$ cat src/sv/stee_pkg.sv
// Package for the software timer expiry engine: constants, request and result types,
// controller states and the controller-to-datapath command and status structs.
// No dependencies.
`timescale 1ns / 1ps
package stee_pkg;
  localparam int NumTimers = 8;
  localparam int TickBits = 32;
  localparam int IdxBits = 3;

  typedef logic [1:0] mode_t;
  localparam mode_t MODE_TICK  = 2'd0;
  localparam mode_t MODE_START = 2'd1;
  localparam mode_t MODE_STOP  = 2'd2;

  typedef struct packed {
    logic [1:0]          mode;
    logic [IdxBits-1:0]  timer_index;
    logic [31:0]         period;
    logic                periodic;
  } req_t;

  typedef struct packed {
    logic [IdxBits-1:0] fired_index;
    logic               last;
  } res_t;

  typedef enum logic [2:0] {
    ST_IDLE,
    ST_WRAP_PICK,
    ST_WRAP_FIRE,
    ST_SWAP,
    ST_DUE_PICK,
    ST_DUE_FIRE,
    ST_DONE
  } state_t;

  typedef struct packed {
    logic load;
    logic pick;
    logic pick_due;
    logic fire_wrap;
    logic fire_due;
    logic swap;
    logic advance;
    logic finish;
  } cmd_t;

  typedef struct packed {
    logic is_tick;
    logic wraps;
    logic found;
  } stat_t;
endpackage

$ cat src/sv/software_timer_expiry_engine.sv
// Top level of the software timer expiry engine: joins controller and datapath.
// Depends on stee_pkg, stee_ctrl and stee_dp.
`timescale 1ns / 1ps
// A start or stop request keeps busy high for one cycle; no new request is taken until
// busy falls. A tick keeps busy high through the done, swap, due pick and due fire states,
// repeating pick and fire per expiring timer, plus wrap pick and fire per flushed timer
// at a counter wrap. One timer is chosen per pass of the selection logic. Each expiry
// appears for one cycle with done high and is not held: the receiver must take it then.
// Each result waits for the next fire or the tick's end; the last appears as busy falls.
module software_timer_expiry_engine
  import stee_pkg::*;
(
  input  logic clk,
  input  logic rst,
  input  logic start,
  input  req_t req,
  output logic busy,
  output logic done,
  output res_t result
);
  cmd_t  cmd;
  stat_t stat;

  stee_ctrl u_ctrl (.clk, .rst, .start, .stat, .cmd, .busy);
  stee_dp   u_dp (.clk, .rst, .req, .cmd, .stat, .done, .result);
endmodule

$ cat src/sv/stee_ctrl.sv
// Controller state machine for the software timer expiry engine.
// Depends on stee_pkg.
`timescale 1ns / 1ps
module stee_ctrl
  import stee_pkg::*;
(
  input  logic  clk,
  input  logic  rst,
  input  logic  start,
  input  stat_t stat,
  output cmd_t  cmd,
  output logic  busy
);
  state_t state, state_next;

  always_ff @(posedge clk) begin
    if (rst) state <= ST_IDLE;
    else state <= state_next;
  end

  always_comb begin
    state_next = state;
    unique case (state)
      ST_IDLE: begin
        if (start) state_next = ST_DONE;
      end
      ST_DONE: begin
        if (!stat.is_tick) state_next = ST_IDLE;
        else if (stat.wraps) state_next = ST_WRAP_PICK;
        else state_next = ST_SWAP;
      end
      ST_WRAP_PICK: state_next = ST_WRAP_FIRE;
      ST_WRAP_FIRE: state_next = stat.found ? ST_WRAP_PICK : ST_SWAP;
      ST_SWAP: state_next = ST_DUE_PICK;
      ST_DUE_PICK: state_next = ST_DUE_FIRE;
      ST_DUE_FIRE: state_next = stat.found ? ST_DUE_PICK : ST_IDLE;
      default: state_next = ST_IDLE;
    endcase
  end

  always_comb begin
    cmd = '0;
    busy = 1'b1;
    unique case (state)
      ST_IDLE: begin
        busy = 1'b0;
        cmd.load = start;
      end
      ST_DONE: ;
      ST_WRAP_PICK: cmd.pick = 1'b1;
      ST_WRAP_FIRE: cmd.fire_wrap = 1'b1;
      ST_SWAP: begin
        cmd.swap = stat.wraps;
        cmd.advance = 1'b1;
      end
      ST_DUE_PICK: begin
        cmd.pick = 1'b1;
        cmd.pick_due = 1'b1;
      end
      ST_DUE_FIRE: begin
        cmd.fire_due = 1'b1;
        cmd.finish = !stat.found;
      end
      default: ;
    endcase
  end
endmodule

$ cat src/sv/stee_dp.sv
// Datapath of the software timer expiry engine: timer bank, selection and re-arm logic.
// Depends on stee_pkg.
`timescale 1ns / 1ps
module stee_dp
  import stee_pkg::*;
(
  input  logic  clk,
  input  logic  rst,
  input  req_t  req,
  input  cmd_t  cmd,
  output stat_t stat,
  output logic  done,
  output res_t  result
);
  logic [TickBits-1:0] tick_now;
  logic [TickBits-1:0] expiry_time [NumTimers];
  logic [TickBits-1:0] period_store [NumTimers];
  logic [NumTimers-1:0] reload_flag, armed, ovf, fired, rearm_old;
  req_t r;
  logic [IdxBits-1:0] sel;
  logic found, pend;
  logic [IdxBits-1:0] pend_idx;
  logic [TickBits-1:0] nxt;

  logic [IdxBits-1:0] best;
  logic best_ok;
  logic [TickBits-1:0] best_e;

  assign nxt = tick_now + 1'b1;

  always_comb begin
    best = '0;
    best_ok = 1'b0;
    best_e = '0;
    for (int t = 0; t < NumTimers; t++) begin
      if (armed[t] && !ovf[t] && !fired[t] &&
          !(cmd.pick_due && expiry_time[t] > tick_now) &&
          (!best_ok || expiry_time[t] < best_e)) begin
        best = IdxBits'(t);
        best_ok = 1'b1;
        best_e = expiry_time[t];
      end
    end
  end

  assign stat.is_tick = r.mode == MODE_TICK;
  assign stat.wraps = nxt == '0;
  assign stat.found = found;

  logic [TickBits-1:0] e_s, p_s, rl, nowp;
  assign e_s = expiry_time[sel];
  assign p_s = period_store[sel];
  assign rl = e_s + p_s;
  assign nowp = tick_now + p_s;

  always_ff @(posedge clk) begin
    if (rst) begin
      tick_now <= '0;
      reload_flag <= '0;
      armed <= '0;
      ovf <= '0;
      fired <= '0;
      rearm_old <= '0;
      found <= 1'b0;
      pend <= 1'b0;
      done <= 1'b0;
    end else begin
      done <= 1'b0;
      if (cmd.load) begin
        r <= req;
        fired <= '0;
        rearm_old <= '0;
        if (req.mode == MODE_START) begin
          period_store[req.timer_index] <= (req.period == '0) ? 32'd1 : req.period;
          reload_flag[req.timer_index] <= req.periodic;
          expiry_time[req.timer_index] <= tick_now +
            ((req.period == '0) ? 32'd1 : req.period);
          ovf[req.timer_index] <= (tick_now +
            ((req.period == '0) ? 32'd1 : req.period)) < tick_now;
          armed[req.timer_index] <= 1'b1;
        end else if (req.mode == MODE_STOP) begin
          armed[req.timer_index] <= 1'b0;
        end
      end
      if (cmd.pick) begin
        sel <= best;
        found <= best_ok;
      end
      if ((cmd.fire_wrap || cmd.fire_due) && found) begin
        fired[sel] <= 1'b1;
        if (pend) begin
          done <= 1'b1;
          result.fired_index <= pend_idx;
          result.last <= 1'b0;
        end
        pend <= 1'b1;
        pend_idx <= sel;
        if (!reload_flag[sel]) armed[sel] <= 1'b0;
        else if (cmd.fire_wrap) begin
          if (rl > e_s || rl == '0) rearm_old[sel] <= 1'b1;
          else expiry_time[sel] <= rl;
        end else if (rl <= tick_now) begin
          if ((tick_now - e_s) >= p_s) begin
            expiry_time[sel] <= nowp;
            ovf[sel] <= nowp < tick_now;
          end else begin
            expiry_time[sel] <= rl;
            ovf[sel] <= 1'b1;
          end
        end else begin
          expiry_time[sel] <= rl;
          ovf[sel] <= 1'b0;
        end
      end
      if (cmd.advance) begin
        tick_now <= nxt;
        if (cmd.swap) begin
          for (int t = 0; t < NumTimers; t++) begin
            ovf[t] <= 1'b0;
            if (rearm_old[t]) expiry_time[t] <= period_store[t];
          end
        end
      end
      if (cmd.finish && pend) begin
        done <= 1'b1;
        result.fired_index <= pend_idx;
        result.last <= 1'b1;
        pend <= 1'b0;
      end
    end
  end
endmodule

$ cat config.mk
export PLATFORM = sky130hd
export DESIGN_NAME = software_timer_expiry_engine
export DESIGN_NICKNAME = d
export VERILOG_FILES = /design/src/sv/stee_pkg.sv /design/src/sv/software_timer_expiry_engine.sv /design/src/sv/stee_ctrl.sv /design/src/sv/stee_dp.sv
export SDC_FILE = /design/constraint.sdc
export NUM_CORES = 2
export LEC_CHECK = 0
export BUFFER_PORTS_ARGS = -buffer_cell sky130_fd_sc_hd__buf_4
export CAP_MARGIN = 0
export CORE_MARGIN = 5
export CORE_UTILIZATION = 41
export DETAILED_ROUTE_END_ITERATION = 10
export HOLD_SLACK_MARGIN = 0.1
export SKIP_LAST_GASP = 1
export SYNTH_ARGS = -nofsm -noshare
export SYNTH_HDL_FRONTEND = slang
export SYNTH_SLANG_ARGS = --single-unit
$ cat constraint.sdc
create_clock -name clk -period 24.7 [get_ports clk]
set_input_delay 2.47 -clock clk [delete_from_list [all_inputs] [get_ports clk]]
set_output_delay 2.47 -clock clk [all_outputs]
set_load 0.005 [all_outputs]
==> metrics.txt <==
status=complete, no violations; CP required=25.16 ns; CP Buf/Inv Count=11; Setup CP Type=flop to flop; hold slack=0.417 ns; yosys warns=0; Rows=127; Avg Vias per Cell=6.59; register bit count reported by yosys=602; worst reg-to-reg setup slack=1.49 ns; drt wl/cell=33.0 um; worst slew pin tran=1.38 ns; reg2reg start=u_dp.tick_now[30]; CTS H-tree depth=3; Levels on crit path=100; Syn Area/Cell=10.2 um2; FF-to-FF End=u_dp.sel[0]; asr flop ratio synth=0; fin crit share=0.940; fillers=11200; # nets final=5747; Yosys top cell area share=0.316; Die Footprint=128000 um2; TritonRoute pass-1 iters=6; synth top area cells=edfxtp_1, ha_1, mux2_2, dfxtp_1, a21o_1; CP Capture Type=flop; vias in the first global route=41200; Leak=21.1 nW; Final Skew=0.0335 ns; Clock Root Buffer=clkbuf_16; drt drc=0; Synth Instances=4898; die width=358 um; cell family with most CP delay=compound AO/OA/AOI/OAI gates; first-pass GRT wire length=302000 um; DRT iter0 DRCs=5723; area delta synth->final=9.92%; Critical Path Fanout Max=33; initial core utilization=0.414; Sink Count=602; FMAX=43.1 MHz; max-cap viol count=0; CP startpoint kind=flop; overall via count from detail_route=43600; Max Transition Viols Final=0; largest net degree at the start of global routing=43; clk_lat worst skew=0.66 ns; EDFF count, synth=524; Worst VDD drop=0.0505 mV; commonest non-fill, non-tap cell in the layout=ha_1; non-filler instance count after layout=6613; Syn Nets=5697; CTS Buf Count=68; Clock Tree Buf Depth=3; dpl cell area=52400 um2; crit path time final=23.21 ns; Die Height=358 um; crit path capture=u_dp.sel[0]; fin area=54700 um2; Netlist cell types=94; layout cell share with drive strength beyond 1=0.149; pwr dens=52.5 nW/um2; antenna violation net count after detailed routing=0; Crit path largest cell delay=0.61 ns; sequential area share after synthesis=0.348; final hold viol count=0; # setup viols final=0; initial antenna violation count=10; gr usage total=0.329; HPWL Detailed=165000 um; Synth area leader=edfxtp_1; CP arrival=23.67 ns; worst-case reg-to-reg path depth=100; CP max stage cell=a2111oi_4; clock slew at reported path FFs=0.06 ns; RSZ-0062 raised after global routing=no; synthesized area=49800 um2; CTS tree=done; Top Ports=47; top_reg_cell synth=edfxtp_1; hold buffer count at cts=0; PortBufs=46; final WL=218000 um; crit path from=u_dp.tick_now[30]; # placed instances=6483; Worst Hold Class=flop to flop; TNS Setup=0 ns; relative slew slack=0.0683; GP Congestion=1.07; most frequent cells in the layout=ha_1, edfxtp_1, mux2_2; grt total ovfl=0; core footprint=120000 um2
## sequential cells by signal (all words and copies together), names as in the netlist, 2 cells and up
name               count
u_dp.tick_now         32
u_dp.reload_flag       8
u_dp.expiry_time     256
u_dp.sel               3
u_dp.rearm_old         8
u_ctrl.state           3
u_dp.result            4
u_dp.fired             8
u_dp.pend_idx          3
u_dp.ovf               8
u_dp.r                 2
u_dp.armed             8
u_dp.period_store    256
## kinds of logic after synthesis
family | synth area share
multiplexers | 0.104
flip-flops | 0.348
AND/OR/NAND/NOR | 0.121
buffers and inverters | 0.0390
AO/OA/AOI/OAI | 0.173
XOR/XNOR | 0.0241
adder cells (fa/ha/maj) | 0.191
## worst min-delay path by stage
stage / endpoint / slack (ns) / depth (start not counted) / startpoint
after floorplan: u_dp.result[1] / 0.40 / 0 / u_dp.pend_idx[0]
after detailed placement: u_dp.result[2] / 0.40 / 0 / u_dp.pend_idx[1]
after CTS: u_dp.result[3] / 0.42 / 0 / u_dp.pend_idx[2]
after global placement: u_dp.result[3] / 0.41 / 0 / u_dp.pend_idx[2]
after global routing: u_dp.result[3] / 0.42 / 0 / u_dp.pend_idx[2]
final: u_dp.result[3] / 0.42 / 0 / u_dp.pend_idx[2]
## power breakdown
group          leakage [nW]  internal, mW  switching, mW
clock                  1.05         0.574          0.439
sequential             5.34          1.11        0.00896
combinational          14.7         0.275          0.467
## per-layer routing
metal / track usage / wire length [um]
met5: 0 / 28
met4: 0.176 / 14200
met3: 0.0922 / 26900
met2: 0.497 / 91600
met1: 0.429 / 85300
## what timing repair did
item	in CTS	in global routing
resized for setup	0	3
setup endpoints to repair	0	3
setup buffers	0	5
## synth_stat cells (13+ instances only)
cell and n:
a211o_1 15, a211oi_1 35, a21boi_0 14, a21o_1 183
a21oi_1 260, a22oi_1 167, a31oi_1 31, and2_1 15
and3_1 32, and4_1 55, buf_2 26, clkbuf_1 143
dfxtp_1 78, edfxtp_1 524, ha_1 754, inv_1 308
mux2_2 390, mux2i_1 54, nand2_1 180, nand2b_1 65
nand3_1 119, nand4_1 118, nor2_1 266, nor2b_1 61
nor3_1 88, nor4_1 62, o211ai_1 26, o21a_1 80
o21ai_0 230, o21bai_1 17, o22ai_1 104, o31ai_1 13
or2_2 14, or3_1 31, xnor2_1 112, xor2_1 25
## per-stage QoR
stage	worst slack, ns	utilization	power, mW
after floorplan	5.41	-	1.60
after global placement	0.425	0.436	1.85
after detailed placement	0.504	0.436	1.85
after CTS	0.448	0.454	2.85
after global routing	0.0951	0.455	2.98
final	1.49	0.455	2.87
## area by class of cell
cell class | count | area, um2 | share of cell area
antenna | 2 | 5.00 | 0.0000915
clock buffer | 88 | 1880 | 0.0344
clock inverter | 33 | 304 | 0.00556
inverter | 310 | 1160 | 0.0213
multi-input combinational | 3803 | 30800 | 0.563
sequential | 602 | 17300 | 0.316
tap | 1612 | 2020 | 0.0369
timing repair buffer | 163 | 1230 | 0.0226
## worst register-to-register path: cells and delay by family (launching register included)
family | cells | cell delay (ns)
and+or+nand+nor | 35 | 6.97
DFF | 1 | 0.48
muxes | 4 | 1.28
adders and majority gates | 8 | 2.28
AOI/OAI and AO/OA | 42 | 10.19
buffers and inverters | 11 | 1.85
No activity file was read; power rests on OpenSTA's default activity.
